`config.mk`:
```
export PLATFORM = sky130hd
export DESIGN_NAME = parking_occupancy_node_controller_unit
export DESIGN_NICKNAME = d
export VERILOG_FILES = /design/src/design/pocn_pkg.sv /design/src/design/pocn_cfg.sv /design/src/design/pocn_sense.sv /design/src/design/pocn_link.sv /design/src/design/parking_occupancy_node_controller_unit.sv
export SDC_FILE = /design/constraint.sdc
export NUM_CORES = 1
export LEC_CHECK = 0
export BUFFER_PORTS_ARGS = -buffer_cell sky130_fd_sc_hd__buf_4
export CORE_ASPECT_RATIO = 2
export CORE_MARGIN = 2
export CORE_UTILIZATION = 45
export DETAILED_ROUTE_END_ITERATION = 6
export PLACE_DENSITY = 0.59
export SLEW_MARGIN = 20
export SYNTH_ARGS = -nofsm -noshare
export SYNTH_HDL_FRONTEND = slang
export SYNTH_SLANG_ARGS = --single-unit
```
`constraint.sdc`:
```
create_clock -name i_clk -period 7.49 [get_ports i_clk]
set_clock_uncertainty 0.1 [all_clocks]
set_input_delay 0.749 -clock i_clk [delete_from_list [all_inputs] [get_ports i_clk]]
set_output_delay 0.749 -clock i_clk [all_outputs]
set_load 0.01 [all_outputs]
```
`src/design/pocn_pkg.sv`:
```
// Shared types and constants for the parking occupancy node controller.
// Used by pocn_cfg, pocn_sense, pocn_link and the top level.
package pocn_pkg;

    localparam int unsigned SAMPLE_PERIOD_MS = 200;
    localparam int unsigned RANGE_MAX_MM     = 8000;

    localparam logic signed [15:0] MAG_BASELINE_RST   = 16'sd0;
    localparam logic [15:0]        MAG_THRESHOLD_RST  = 16'd128;
    localparam logic [12:0]        NEAR_LIMIT_RST     = 13'd750;
    localparam logic [15:0]        CONFIRM_MS_RST     = 16'd3000;
    localparam logic [15:0]        ACK_TIMEOUT_RST    = 16'd1200;
    localparam logic [3:0]         MAX_RETRIES_RST    = 4'd10;
    localparam logic [31:0]        HEARTBEAT_MS_RST   = 32'd30000;
    localparam logic [15:0]        BLINK_MS_RST       = 16'd400;

    typedef enum logic [2:0] {
        CFG_MAG_BASELINE  = 3'd0,
        CFG_MAG_THRESHOLD = 3'd1,
        CFG_NEAR_LIMIT    = 3'd2,
        CFG_CONFIRM_MS    = 3'd3,
        CFG_ACK_TIMEOUT   = 3'd4,
        CFG_MAX_RETRIES   = 3'd5,
        CFG_HEARTBEAT_MS  = 3'd6,
        CFG_BLINK_MS      = 3'd7
    } t_cfg_index;

    typedef enum logic [1:0] {
        ACT_LOOP     = 2'd0,
        ACT_DECISION = 2'd1,
        ACT_ACK      = 2'd2,
        ACT_UNUSED   = 2'd3
    } t_action;

    typedef enum logic [1:0] {
        OVR_NONE      = 2'd0,
        OVR_RESERVED  = 2'd1,
        OVR_VIOLATION = 2'd2,
        OVR_MAINT     = 2'd3
    } t_override;

    typedef enum logic [1:0] {
        SEND_BOOT      = 2'd0,
        SEND_CHANGE    = 2'd1,
        SEND_RETRY     = 2'd2,
        SEND_HEARTBEAT = 2'd3
    } t_send_kind;

    typedef struct packed {
        logic signed [15:0] mag_baseline;
        logic [15:0]        mag_threshold;
        logic [12:0]        near_limit_mm;
        logic [15:0]        confirm_ms;
        logic [15:0]        ack_wait_ms;
        logic [3:0]         max_retries;
        logic [31:0]        heartbeat_ms;
        logic [15:0]        blink_ms;
    } t_cfg;

    typedef struct packed {
        logic [1:0]         action;
        logic [31:0]        now_ms;
        logic               range_ready;
        logic               range_error;
        logic [15:0]        range_mm;
        logic signed [15:0] mag_z;
        logic               for_this_node;
        logic [1:0]         decision_code;
    } t_item;

    // Occupancy view after the current transaction
    typedef struct packed {
        logic        sampled;
        logic        occupied;
        logic [12:0] distance_mm;   // 0 when out of range
    } t_sense;

    typedef struct packed {
        logic        lamp_red;
        logic        lamp_yellow;
        logic        lamp_green;
        logic        buzzer_on;
        logic        send_valid;
        logic [1:0]  send_kind;
        logic        sent_occupied;
        logic [12:0] sent_distance_mm;
        logic        gave_up;
        logic [1:0]  override_mode;
    } t_result;

endpackage

```
`src/design/pocn_cfg.sv`:
```
// Configuration register file of the parking occupancy node controller.
// Depends on pocn_pkg for the register indexes and the t_cfg bundle.
module pocn_cfg (
    input  logic              i_clk,
    input  logic              i_rst_n,
    input  logic              i_cfg_valid,
    input  logic [2:0]        i_cfg_index,
    input  logic [31:0]       i_cfg_data,
    output logic              o_cfg_ready,
    output pocn_pkg::t_cfg    o_cfg
);
    import pocn_pkg::*;

    t_cfg r_cfg;

    assign o_cfg_ready = 1'b1;
    assign o_cfg       = r_cfg;

    always_ff @(posedge i_clk) begin
        if (!i_rst_n) begin
            r_cfg.mag_baseline   <= MAG_BASELINE_RST;
            r_cfg.mag_threshold  <= MAG_THRESHOLD_RST;
            r_cfg.near_limit_mm  <= NEAR_LIMIT_RST;
            r_cfg.confirm_ms     <= CONFIRM_MS_RST;
            r_cfg.ack_wait_ms    <= ACK_TIMEOUT_RST;
            r_cfg.max_retries    <= MAX_RETRIES_RST;
            r_cfg.heartbeat_ms   <= HEARTBEAT_MS_RST;
            r_cfg.blink_ms       <= BLINK_MS_RST;
        end else if (i_cfg_valid) begin
            case (t_cfg_index'(i_cfg_index))
                CFG_MAG_BASELINE:  r_cfg.mag_baseline   <= i_cfg_data[15:0];
                CFG_MAG_THRESHOLD: r_cfg.mag_threshold  <= i_cfg_data[15:0];
                CFG_NEAR_LIMIT:    r_cfg.near_limit_mm  <= i_cfg_data[12:0];
                CFG_CONFIRM_MS:    r_cfg.confirm_ms     <= i_cfg_data[15:0];
                CFG_ACK_TIMEOUT:   r_cfg.ack_wait_ms    <= i_cfg_data[15:0];
                CFG_MAX_RETRIES:   r_cfg.max_retries    <= i_cfg_data[3:0];
                CFG_HEARTBEAT_MS:  r_cfg.heartbeat_ms   <= i_cfg_data;
                CFG_BLINK_MS:      r_cfg.blink_ms       <= i_cfg_data[15:0];
                default: ;
            endcase
        end
    end

endmodule

```
`src/design/pocn_sense.sv`:
```
// Sensor sampling and occupancy decision: distance capture, magnetic
// confirm timer and occupied flag. Depends on pocn_pkg.
module pocn_sense (
    input  logic              i_clk,
    input  logic              i_rst_n,
    input  logic              i_step,     // a loop pass is processed this cycle
    input  pocn_pkg::t_cfg    i_cfg,
    input  pocn_pkg::t_item   i_item,
    output pocn_pkg::t_sense  o_sense
);
    import pocn_pkg::*;

    logic [31:0] r_last_sample, n_last_sample;
    logic [31:0] r_confirm_start, n_confirm_start;
    logic        r_confirm_run, n_confirm_run;
    logic        r_mag_conf, n_mag_conf;
    logic [12:0] r_dist, n_dist;
    logic        r_far, n_far;
    logic        r_occ, n_occ;

    logic [31:0] since_sample;
    logic [31:0] confirm_elapsed;
    logic signed [16:0] mag_delta;
    logic [16:0] mag_abs;
    logic        due;

    always_comb begin
        since_sample    = i_item.now_ms - r_last_sample;
        due             = i_step && (since_sample >= 32'(SAMPLE_PERIOD_MS));
        mag_delta       = {i_item.mag_z[15], i_item.mag_z}
                        - {i_cfg.mag_baseline[15], i_cfg.mag_baseline};
        mag_abs         = mag_delta[16] ? 17'(-mag_delta) : 17'(mag_delta);
        // timer starting on this sample has zero elapsed time
        confirm_elapsed = r_confirm_run ? (i_item.now_ms - r_confirm_start) : 32'd0;

        n_last_sample   = r_last_sample;
        n_confirm_start = r_confirm_start;
        n_confirm_run   = r_confirm_run;
        n_mag_conf      = r_mag_conf;
        n_dist          = r_dist;
        n_far           = r_far;
        n_occ           = r_occ;

        if (due) begin
            n_last_sample = i_item.now_ms;
            if (i_item.range_ready) begin
                if (i_item.range_error || (i_item.range_mm > 16'(RANGE_MAX_MM))) begin
                    n_far = 1'b1;
                end else begin
                    n_far  = 1'b0;
                    n_dist = i_item.range_mm[12:0];
                end
            end
            if (mag_abs > {1'b0, i_cfg.mag_threshold}) begin
                n_confirm_run = 1'b1;
                if (!r_confirm_run) begin
                    n_confirm_start = i_item.now_ms;
                end
                if (confirm_elapsed > {16'd0, i_cfg.confirm_ms}) begin
                    n_mag_conf = 1'b1;
                end
            end else begin
                n_confirm_run = 1'b0;
                n_mag_conf    = 1'b0;
            end
            n_occ = !n_far && (n_dist < i_cfg.near_limit_mm) && n_mag_conf;
        end
    end

    always_ff @(posedge i_clk) begin
        if (!i_rst_n) begin
            r_last_sample   <= '0;
            r_confirm_start <= '0;
            r_confirm_run   <= 1'b0;
            r_mag_conf      <= 1'b0;
            r_dist          <= '0;
            r_far           <= 1'b1;
            r_occ           <= 1'b0;
        end else begin
            r_last_sample   <= n_last_sample;
            r_confirm_start <= n_confirm_start;
            r_confirm_run   <= n_confirm_run;
            r_mag_conf      <= n_mag_conf;
            r_dist          <= n_dist;
            r_far           <= n_far;
            r_occ           <= n_occ;
        end
    end

    assign o_sense.sampled     = due;
    assign o_sense.occupied    = n_occ;
    assign o_sense.distance_mm = n_far ? 13'd0 : n_dist;

endmodule

```
`src/design/pocn_link.sv`:
```
// Status send scheduling (boot, change, retry, heartbeat), acknowledge
// handling, override mode and lamp drive. Depends on pocn_pkg.
module pocn_link (
    input  logic              i_clk,
    input  logic              i_rst_n,
    input  logic              i_adv,      // the held transaction is processed
    input  pocn_pkg::t_cfg    i_cfg,
    input  pocn_pkg::t_item   i_item,
    input  pocn_pkg::t_sense  i_sense,
    output pocn_pkg::t_result o_result
);
    import pocn_pkg::*;

    t_override   r_override, n_override;
    logic        r_reported, n_reported;
    logic        r_boot_sent, n_boot_sent;
    logic        r_awaiting, n_awaiting;
    logic [31:0] r_last_send, n_last_send;
    logic [3:0]  r_retry, n_retry;
    logic [31:0] r_last_blink, n_last_blink;
    logic        r_blink, n_blink;
    logic [31:0] r_last_hb, n_last_hb;

    logic        is_loop, is_dec, is_ack;
    logic        boot_snd, chg_snd, first_snd;
    logic        retry_due, retry_snd, give_up;
    logic        await_mid, hb_due, hb_snd, any_snd;
    t_send_kind  kind;

    always_comb begin
        is_loop = i_adv && (t_action'(i_item.action) == ACT_LOOP);
        is_dec  = i_adv && (t_action'(i_item.action) == ACT_DECISION)
                  && i_item.for_this_node;
        is_ack  = i_adv && (t_action'(i_item.action) == ACT_ACK)
                  && i_item.for_this_node && r_awaiting;

        boot_snd  = i_sense.sampled && !r_boot_sent;
        // after a boot send the reported state already matches
        chg_snd   = i_sense.sampled && r_boot_sent && !r_awaiting
                    && (i_sense.occupied != r_reported);
        first_snd = boot_snd || chg_snd;

        retry_due = is_loop && !first_snd && r_awaiting
                    && ((i_item.now_ms - r_last_send) >= {16'd0, i_cfg.ack_wait_ms});
        retry_snd = retry_due && (r_retry < i_cfg.max_retries);
        give_up   = retry_due && !retry_snd;
        await_mid = first_snd || (r_awaiting && !give_up);

        hb_due  = is_loop && ((i_item.now_ms - r_last_hb) >= i_cfg.heartbeat_ms);
        hb_snd  = hb_due && !await_mid;
        any_snd = first_snd || retry_snd || hb_snd;

        if (boot_snd) begin
            kind = SEND_BOOT;
        end else if (chg_snd) begin
            kind = SEND_CHANGE;
        end else if (retry_snd) begin
            kind = SEND_RETRY;
        end else begin
            kind = SEND_HEARTBEAT;
        end
    end

    always_comb begin
        n_override   = r_override;
        n_reported   = r_reported;
        n_boot_sent  = r_boot_sent;
        n_awaiting   = r_awaiting;
        n_last_send  = r_last_send;
        n_retry      = r_retry;
        n_last_blink = r_last_blink;
        n_blink      = r_blink;
        n_last_hb    = r_last_hb;

        if (is_dec) begin
            n_override = t_override'(i_item.decision_code);
        end
        if (is_ack) begin
            n_awaiting = 1'b0;
            n_retry    = '0;
        end
        if (i_sense.sampled) begin
            n_boot_sent = 1'b1;
        end
        if (first_snd) begin
            n_reported = i_sense.occupied;
        end
        if (is_loop && (r_override == OVR_VIOLATION)
            && ((i_item.now_ms - r_last_blink) >= {16'd0, i_cfg.blink_ms})) begin
            n_last_blink = i_item.now_ms;
            n_blink      = !r_blink;
        end
        if (give_up) begin
            n_awaiting = 1'b0;
            n_retry    = '0;
        end
        if (retry_snd) begin
            n_retry = r_retry + 4'd1;
        end
        if (first_snd || hb_snd) begin
            n_retry = '0;
        end
        if (hb_due) begin
            n_last_hb = i_item.now_ms;
        end
        if (any_snd) begin
            n_awaiting  = 1'b1;
            n_last_send = i_item.now_ms;
        end
    end

    always_ff @(posedge i_clk) begin
        if (!i_rst_n) begin
            r_override   <= OVR_NONE;
            r_reported   <= 1'b0;
            r_boot_sent  <= 1'b0;
            r_awaiting   <= 1'b0;
            r_last_send  <= '0;
            r_retry      <= '0;
            r_last_blink <= '0;
            r_blink      <= 1'b0;
            r_last_hb    <= '0;
        end else begin
            r_override   <= n_override;
            r_reported   <= n_reported;
            r_boot_sent  <= n_boot_sent;
            r_awaiting   <= n_awaiting;
            r_last_send  <= n_last_send;
            r_retry      <= n_retry;
            r_last_blink <= n_last_blink;
            r_blink      <= n_blink;
            r_last_hb    <= n_last_hb;
        end
    end

    // lamps reflect the state after this transaction
    always_comb begin
        o_result             = '0;
        o_result.send_valid  = any_snd;
        o_result.gave_up     = give_up;
        o_result.override_mode = n_override;
        if (any_snd) begin
            o_result.send_kind        = kind;
            o_result.sent_occupied    = i_sense.occupied;
            o_result.sent_distance_mm = i_sense.distance_mm;
        end
        case (n_override)
            OVR_MAINT: ;
            OVR_VIOLATION: begin
                o_result.buzzer_on   = 1'b1;
                o_result.lamp_red    = n_blink;
                o_result.lamp_yellow = !n_blink;
            end
            OVR_RESERVED: o_result.lamp_yellow = 1'b1;
            default: begin
                o_result.lamp_red   = i_sense.occupied;
                o_result.lamp_green = !i_sense.occupied;
            end
        endcase
    end

endmodule

```
`src/design/parking_occupancy_node_controller_unit.sv`:
```
// Top level of the parking occupancy node controller: input register,
// result register and handshake. Depends on pocn_pkg, pocn_cfg,
// pocn_sense and pocn_link.
//
//  channel   direction  handshake              payload
//  item      in         i_valid / o_stall      i_action .. i_decision_code
//  result    out        o_valid / i_stall      o_lamp_red .. o_override_mode
//  config    in         i_cfg_valid / o_cfg_ready  i_cfg_index, i_cfg_data
//
// Each transaction gives one result: it is held first in the input register,
// then in the result register. A new transaction can be accepted every cycle;
// o_stall rises only when both registers are full and the result is held by
// i_stall. Reset is synchronous (i_rst_n low) and puts the configuration and
// node state at their power-on values.
module parking_occupancy_node_controller_unit (
    input  logic               i_clk,
    input  logic               i_rst_n,

    input  logic               i_valid,
    output logic               o_stall,
    input  logic [1:0]         i_action,
    input  logic [31:0]        i_now_ms,
    input  logic               i_range_ready,
    input  logic               i_range_error,
    input  logic [15:0]        i_range_mm,
    input  logic signed [15:0] i_mag_z,
    input  logic               i_for_this_node,
    input  logic [1:0]         i_decision_code,

    output logic               o_valid,
    input  logic               i_stall,
    output logic               o_lamp_red,
    output logic               o_lamp_yellow,
    output logic               o_lamp_green,
    output logic               o_buzzer_on,
    output logic               o_send_valid,
    output logic [1:0]         o_send_kind,
    output logic               o_sent_occupied,
    output logic [12:0]        o_sent_distance_mm,
    output logic               o_gave_up,
    output logic [1:0]         o_override_mode,

    input  logic               i_cfg_valid,
    output logic               o_cfg_ready,
    input  logic [2:0]         i_cfg_index,
    input  logic [31:0]        i_cfg_data
);
    import pocn_pkg::*;

    t_cfg    cfg;
    t_item   r_item;
    logic    r_in_valid;
    t_result r_out;
    logic    r_out_valid;
    t_sense  sense;
    t_result result;
    logic    adv;
    logic    accept;
    logic    loop_step;

    assign adv       = r_in_valid && (!r_out_valid || !i_stall);
    assign o_stall   = r_in_valid && !adv;
    assign accept    = i_valid && !o_stall;
    assign loop_step = adv && (t_action'(r_item.action) == ACT_LOOP);

    always_ff @(posedge i_clk) begin
        if (!i_rst_n) begin
            r_in_valid <= 1'b0;
        end else if (accept) begin
            r_in_valid <= 1'b1;
        end else if (adv) begin
            r_in_valid <= 1'b0;
        end
    end

    always_ff @(posedge i_clk) begin
        if (accept) begin
            r_item.action        <= i_action;
            r_item.now_ms        <= i_now_ms;
            r_item.range_ready   <= i_range_ready;
            r_item.range_error   <= i_range_error;
            r_item.range_mm      <= i_range_mm;
            r_item.mag_z         <= i_mag_z;
            r_item.for_this_node <= i_for_this_node;
            r_item.decision_code <= i_decision_code;
        end
    end

    pocn_cfg u_cfg (
        .i_clk       (i_clk),
        .i_rst_n     (i_rst_n),
        .i_cfg_valid (i_cfg_valid),
        .i_cfg_index (i_cfg_index),
        .i_cfg_data  (i_cfg_data),
        .o_cfg_ready (o_cfg_ready),
        .o_cfg       (cfg)
    );

    pocn_sense u_sense (
        .i_clk   (i_clk),
        .i_rst_n (i_rst_n),
        .i_step  (loop_step),
        .i_cfg   (cfg),
        .i_item  (r_item),
        .o_sense (sense)
    );

    pocn_link u_link (
        .i_clk    (i_clk),
        .i_rst_n  (i_rst_n),
        .i_adv    (adv),
        .i_cfg    (cfg),
        .i_item   (r_item),
        .i_sense  (sense),
        .o_result (result)
    );

    always_ff @(posedge i_clk) begin
        if (!i_rst_n) begin
            r_out_valid <= 1'b0;
        end else if (adv) begin
            r_out_valid <= 1'b1;
        end else if (!i_stall) begin
            r_out_valid <= 1'b0;
        end
    end

    always_ff @(posedge i_clk) begin
        if (adv) begin
            r_out <= result;
        end
    end

    assign o_valid            = r_out_valid;
    assign o_lamp_red         = r_out.lamp_red;
    assign o_lamp_yellow      = r_out.lamp_yellow;
    assign o_lamp_green       = r_out.lamp_green;
    assign o_buzzer_on        = r_out.buzzer_on;
    assign o_send_valid       = r_out.send_valid;
    assign o_send_kind        = r_out.send_kind;
    assign o_sent_occupied    = r_out.sent_occupied;
    assign o_sent_distance_mm = r_out.sent_distance_mm;
    assign o_gave_up          = r_out.gave_up;
    assign o_override_mode    = r_out.override_mode;

endmodule
```
Word level (Yosys, flattened, before mapping):

Index checks and enable logic that the tools add are counted.

* input port bits: 111
* logic and storage cells: 179
* flip-flop bits (word level): 413
* output and inout bits: 27

* bitwise operators: 3
* multiplexer cells: 32
* reduce and logical (&&, ||, !) cells: 67
* $lt $le $gt $ge: 9
* add/sub/neg operators: 8
* equality and inequality tests: 15

Operators by type and width (number)
* $sub 32x32->32: 5
* $ge 32x16->1: 2
* $mux 13: 4
* $ge 32x32->1: 1
* $ge 32x8->1 const B: 1
* $gt 32x16->1: 1
* $mux 32: 1
* $logic_and 1x1->1: 26
* $mux 1: 20
* $gt 17x16->1: 1
* $mux 17: 1
* $neg 17->17: 1
* $sub 16x16->17: 1
* $gt 16x13->1 const B: 1
* $reduce_and 2->1: 8
* $logic_not 1->1: 14
* $lt 13x13->1: 1
* $eq 3x3->1 const B: 4
* $mux 4: 3
* $eq 2x2->1 const B: 4
* $reduce_or 2->1: 4
* $logic_or 1x1->1: 7
* $eq 3x2->1 const B: 2
* $reduce_bool 3->1: 2
* 14 further kinds: 19

Depth between registers and ports, before layout:

* depth in word-level cells: 28
* mapped depth: 31
* mapped depth without buffers: 28

Cells and area by module:

A second synthesis with hierarchy kept.

* cells, all modules: 3503
* area, all modules: 29376.9 sq um

Modules (own cells, without submodules)
* pocn_link: area each 11611.1 sq um, times used 1, cells each 1539, seq. area each 2122.0 sq um
* pocn_sense: area each 9870.7 sq um, times used 1, cells each 1377, seq. area each 1621.6 sq um
* pocn_cfg: area each 4942.2 sq um, times used 1, cells each 483, seq. area each 2582.5 sq um
* parking_occupancy_node_controller_unit: area each 2952.8 sq um, times used 1, cells each 104, seq. area each 2892.8 sq um

Least setup slack after synthesis:

No wires, ideal clock.

* path type: reg-to-reg
* start point: reg r_item[3] in the netlist's numbering
* end point: reg r_out, in the netlist o_sent_distance_mm[7], data pin
* cell stages (with the launch flop): 32
* path buffers: 4
* slack: 1822 ps
* setup time: 150 ps
* period minus slack after synthesis: 5668 ps
* required time: 7240 ps
* arrival: 5418 ps
* cell sequence: edfxtp_1 inv_1 ha_1 fa_1 nor2b_1 o31ai_1 a21o_1 a21oi_1 and4_1 o31ai_1 nand2b_1 o21a_1 clkbuf_1 nor2_1 a21oi_1 ha_1 nor2b_1 o21a_1 o21a_1 o21a_1 o21a_1 o21ai_0 a21boi_0 o21ai_0 o41ai_4 nor3b_4 xnor2_1 o211a_1 buf_6 buf_8 buf_8 nor3_4

* longest elaborated chain between the ends: 26
* elaborated cells on any way between the ends: 27
* those cells by class: add/sub (2); order compare (1); eq/ne (1); mux (4); bitwise (1); reduce/logical (18)

Ends and longest elaborated chain
* start: declaration: RTL line parking_occupancy_node_controller_unit.sv:51 `t_item r_item;`
* $sub 16x16->17 *: RTL line pocn_sense.sv:31 `- {i_cfg.mag_baseline[15], i_cfg.mag_baseline};`
* $neg 17->17: RTL line pocn_sense.sv:32 `mag_abs = mag_delta[16] ? 17'(-mag_delta) : 17'(mag_delta);`
* $mux 17 *: RTL line pocn_sense.sv:32
* $gt 17x16->1 *: RTL line pocn_sense.sv:54 `if (mag_abs > {1'b0, i_cfg.mag_threshold}) begin`
* $mux 1 *: RTL line pocn_sense.sv:54
* $mux 1 *: RTL line pocn_sense.sv:44 `if (due) begin`
* $logic_and 1x1->1 *: RTL line pocn_sense.sv:66 `n_occ = !n_far && (n_dist < i_cfg.near_limit_mm) && n_mag_conf;`
* $mux 1 *: RTL line pocn_sense.sv:44
* (+10 left out)
* $logic_not 1->1: RTL line pocn_link.sv:47 `await_mid = first_snd || (r_awaiting && !give_up);`
* $logic_and 1x1->1: RTL line pocn_link.sv:47
* $logic_or 1x1->1: RTL line pocn_link.sv:47
* $logic_not 1->1: RTL line pocn_link.sv:50 `hb_snd = hb_due && !await_mid;`
* $logic_and 1x1->1: RTL line pocn_link.sv:50
* $logic_or 1x1->1 *: RTL line pocn_link.sv:51 `any_snd = first_snd || retry_snd || hb_snd;`
* $not 1->1 (no line) *
* $reduce_or 2->1 (no line) *
* end signal: assignment: RTL line parking_occupancy_node_controller_unit.sv:130 `r_out <= result;`
* end: declaration: RTL line parking_occupancy_node_controller_unit.sv:53 `t_result r_out;`

Every way passes the cells marked *; elsewhere a longest branch is shown, timed or not. The select of a mux whose other input is x is not followed.
A chain may end at the register's enable or synchronous reset.

Worst setup path after layout:

* start point: reg r_item[38] in the netlist's numbering
* end point: reg u_link.r_last_send[3]

* longest elaborated chain between the ends: 24
* elaborated cells on any way between the ends: 36
* those cells by class: add/sub (4); order compare (4); eq/ne (1); mux (5); reduce/logical (22)

Ends and longest elaborated chain
* $sub 32x32->32: RTL line pocn_sense.sv:34 `confirm_elapsed = r_confirm_run ? (i_item.now_ms - r_confirm_start) : 32'd0;`
* $mux 32: RTL line pocn_sense.sv:34
* $gt 32x16->1: RTL line pocn_sense.sv:59 `if (confirm_elapsed > {16'd0, i_cfg.confirm_ms}) begin`
* $mux 1: RTL line pocn_sense.sv:59
* $mux 1: RTL line pocn_sense.sv:54
* $mux 1: RTL line pocn_sense.sv:44
* $logic_and 1x1->1: RTL line pocn_sense.sv:66
* $mux 1: RTL line pocn_sense.sv:44
* (+8 left out)
* $logic_not 1->1: RTL line pocn_link.sv:46 `give_up = retry_due && !retry_snd;`
* $logic_and 1x1->1: RTL line pocn_link.sv:46
* $logic_not 1->1: RTL line pocn_link.sv:47
* $logic_and 1x1->1: RTL line pocn_link.sv:47
* $logic_or 1x1->1: RTL line pocn_link.sv:47
* $logic_not 1->1: RTL line pocn_link.sv:50
* $logic_and 1x1->1: RTL line pocn_link.sv:50
* $logic_or 1x1->1 *: RTL line pocn_link.sv:51
* end signal: assignment: RTL line pocn_link.sv:128 `r_last_send <= n_last_send;`
* end: declaration: RTL line pocn_link.sv:18 `logic [31:0] r_last_send, n_last_send;`

Marked as above.

==> run summary <==
Slew Limit Headroom = 31.6%
Global Route Usage Sum = 26.5%
# IOs = 138
Seq cells post-synth = 413
area of the multi-input gates = 17400 um2
Max FO, Critical Path = 32
final worst path period share = 90.7%
yosys synthesis warning count = 0
cts-stage hold buffer count = 0
Distinct cells, synth = 91
Total Wirelength = 87300 um
fin crit period = 6.79 ns
status = completed
sequential cell area = 9220 um2
Max-Cap Viols = 0
Slew Limit Fails = 0
first-pass GRT wire length = 135000 um
most frequent cells in the layout = nand2_1, inv_1, dfxtp_1
Pre-antenna DRT Iters = 5
chip width = 181 um
Leakage = 0.0128 uW
pwr/cell area = 187 nW/um2
Port Buffers = 136
FP Rows = 130
die area = 65200 um2
CTS tree = yes
Min Hold Slack = 0.243 ns
antenna violations before repair = 0
fillers = 5975
Hold Crit Depth = 1
post-DP HPWL = 68200 um
CTS sink cnt = 413
htree depth = 2
CP startpoint kind = flip-flop
RSZ-0062 raised after global routing = no
core box area = 62600 um2
crit path DAT = 7.19 ns
Hold Fails Final Rpt = 0
HP Class = input port to flip-flop
sequential fraction of the synthesis area = 32.5%
Max Fclk = 147 MHz
Layout Area Growth over Synthesis = 11.8%
final setup violation count = 0
share of cells above drive strength 1 = 9.03%
Reg2Reg Capture Point = u_link.r_last_send[3]
Residual DRC = 0
clk buf depth = 3
EDFF count, synth = 95
largest net degree at the start of global routing = 158
Clk pin slew, worst setup/hold paths = 0.07 ns
cts repair resizes = 0
Syn Std Cell Area = 28400 um2
Reg2Reg Setup Slack = 0.70 ns
VDD IR max = 0.197 mV
Worst Tran Pin Value = 1.02 ns
hold_sp = i_now_ms[3]
syn_area_per_cell = 8.45 um2
worst hold path endpoint = r_item[40]
ys async rst share = 0%
most common cell after layout, fill and taps aside = nand2_1
WP data required = 7.89 ns
DR vias = 24.1k
number of global-route vias before repair = 24.4k
DP Cell Count = 4202
wire per inst = 20.4 um
worst r2r path cells = 25
R2R Path Start = r_item[38]
Antenna Nets Post-Route = 0
final setup TNS = 0 ns
GPL Wtd Cong = 0.932
nets = 3860
Non-Filler Instances = 4281
Post-synth top flop = dfxtp_1
Synth Instances = 3354
Total Power = 5920 uW
Initial Util = 45.3%
GRT overflow = 0
Inserted Diodes = 0
Post-CTS Setup Inserts = 0
cts bufs inserted = 43
clock latency on the worst-skew pair = 0.58 ns
DRT iter0 DRCs = 1331
Vias per Instance = 5.64
post-synth net total = 3759
Setup crit end kind = flip-flop
Setup Crit Path Kind = flip-flop to flip-flop
CTS root buffer = clkbuf_16
Die Ht = 359 um
-- kinds of logic (layout without fill, tap and decap cells) --
| logic type | count (synthesis) | count (layout) | synth area share [%] |
|---|---|---|---|
| adders and majority gates | 294 | 294 | 13.1 |
| AOI/OAI and AO/OA | 783 | 783 | 18.4 |
| buffers and inverters | 463 | 598 | 6.41 |
| other | 1 | 1 | 0.0132 |
| muxes | 179 | 179 | 6.38 |
| xor gates and xnor gates | 125 | 125 | 3.89 |
| and+or+nand+nor | 1096 | 1096 | 19.3 |
| DFF | 413 | 413 | 32.5 |
-- sequential cells by signal, indices dropped and copies added (netlist names), 2 cells and up --
name	cells
u_link.r_retry	4
u_link.r_last_send	32
r_item	71
o_sent_distance_mm	13
u_cfg.o_cfg	129
u_sense.r_dist	13
o_override_mode	2
u_link.r_last_blink	32
o_send_kind	2
u_link.r_last_hb	32
u_sense.r_last_sample	32
u_sense.r_confirm_start	32
u_link.r_override	2
-- per-layer routing --
metal	vias to the layer above	GRT usage [%]	share of wire, %
met1	11500	26.8	37
li1	11900	-	-
met5	-	0	0
met2	566	50.6	52
met3	235	2.45	3.1
met4	0	17.9	7.7
-- Yosys cell counts, drive strengths merged (50+ instances only) --
cell	n	area share [%]
a21o	92	2.4
ha	288	13
a21oi	222	3.9
clkbuf	109	1.4
dfxtp	318	22
o21ai	106	1.9
inv	330	4.4
nand3	50	0.90
mux2i	165	5.8
a21boi	107	2.8
nor2b	189	4.2
edfxtp	95	10
nand2	405	5.4
nor2	168	2.2
nor3	54	1.1
xnor2	85	2.7
-- critical path, stage by stage, from the launching register on --
cell and delay (ns):
edfxtp_1 0.57, ha_1 0.35, nor2b_1 0.13, o21ai_0 0.23, a21oi_1 0.13, a211oi_1 0.53
o21ai_0 0.40, o21ai_0 0.46, nand4b_1 0.20, a31oi_1 0.12, a41oi_1 0.28, nor4b_1 0.41
or3_1 0.20, xnor2_1 0.12, ha_1 0.26, a21o_1 0.16, a21o_1 0.17, a21oi_1 0.18
nand3b_1 0.10, inv_1 0.06, a31oi_1 0.15, o21a_1 0.22, o21ai_0 0.14, o211a_4 0.46
buf_12 0.32, mux2i_1 0.25
-- worst max path at each step --
stage / cells past startpoint / startpoint / to / slack [ns]
final: 25 / r_item[38] / u_link.r_last_send[3] / 0.70
after global routing: 28 / r_item[37] / u_link.r_last_send[23] / 0.21
after CTS: 25 / r_item[38] / u_link.r_last_send[3] / 0.78
after detailed placement: 25 / r_item[38] / u_link.r_last_send[3] / 0.79
after global placement: 25 / r_item[38] / u_link.r_last_send[3] / 0.99
after floorplan: 31 / r_item[3] / o_sent_distance_mm[7] / 1.82
-- power breakdown --
part | leakage [uW] | total (uW) | internal [uW] | switching, uW
Combinational | 0.00858 | 1310 | 540 | 773
Sequential | 0.00350 | 2400 | 2350 | 50.0
Clock | 0.000706 | 2210 | 1250 | 955
-- per-stage QoR --
stage	utilization (%)	worst slack (ns)	area, um2
final	50.6	0.700	31700
after global routing	50.6	0.211	31700
after CTS	50.6	0.782	31700
after detailed placement	48.3	0.792	30300
after global placement	48.3	0.988	30300
after floorplan	-	1.82	28400
-- final cells by class --
| type | count | share of cell area (%) |
|---|---|---|
| Clock buffer | 62 | 4.01 |
| Clock inverter | 17 | 0.470 |
| Inverter | 330 | 3.91 |
| Multi-Input combinational cell | 2478 | 54.8 |
| Sequential cell | 413 | 29.1 |
| Tap cell | 792 | 3.13 |
| Timing Repair Buffer | 189 | 4.58 |
No activity file was read; power rests on OpenSTA's default activity.
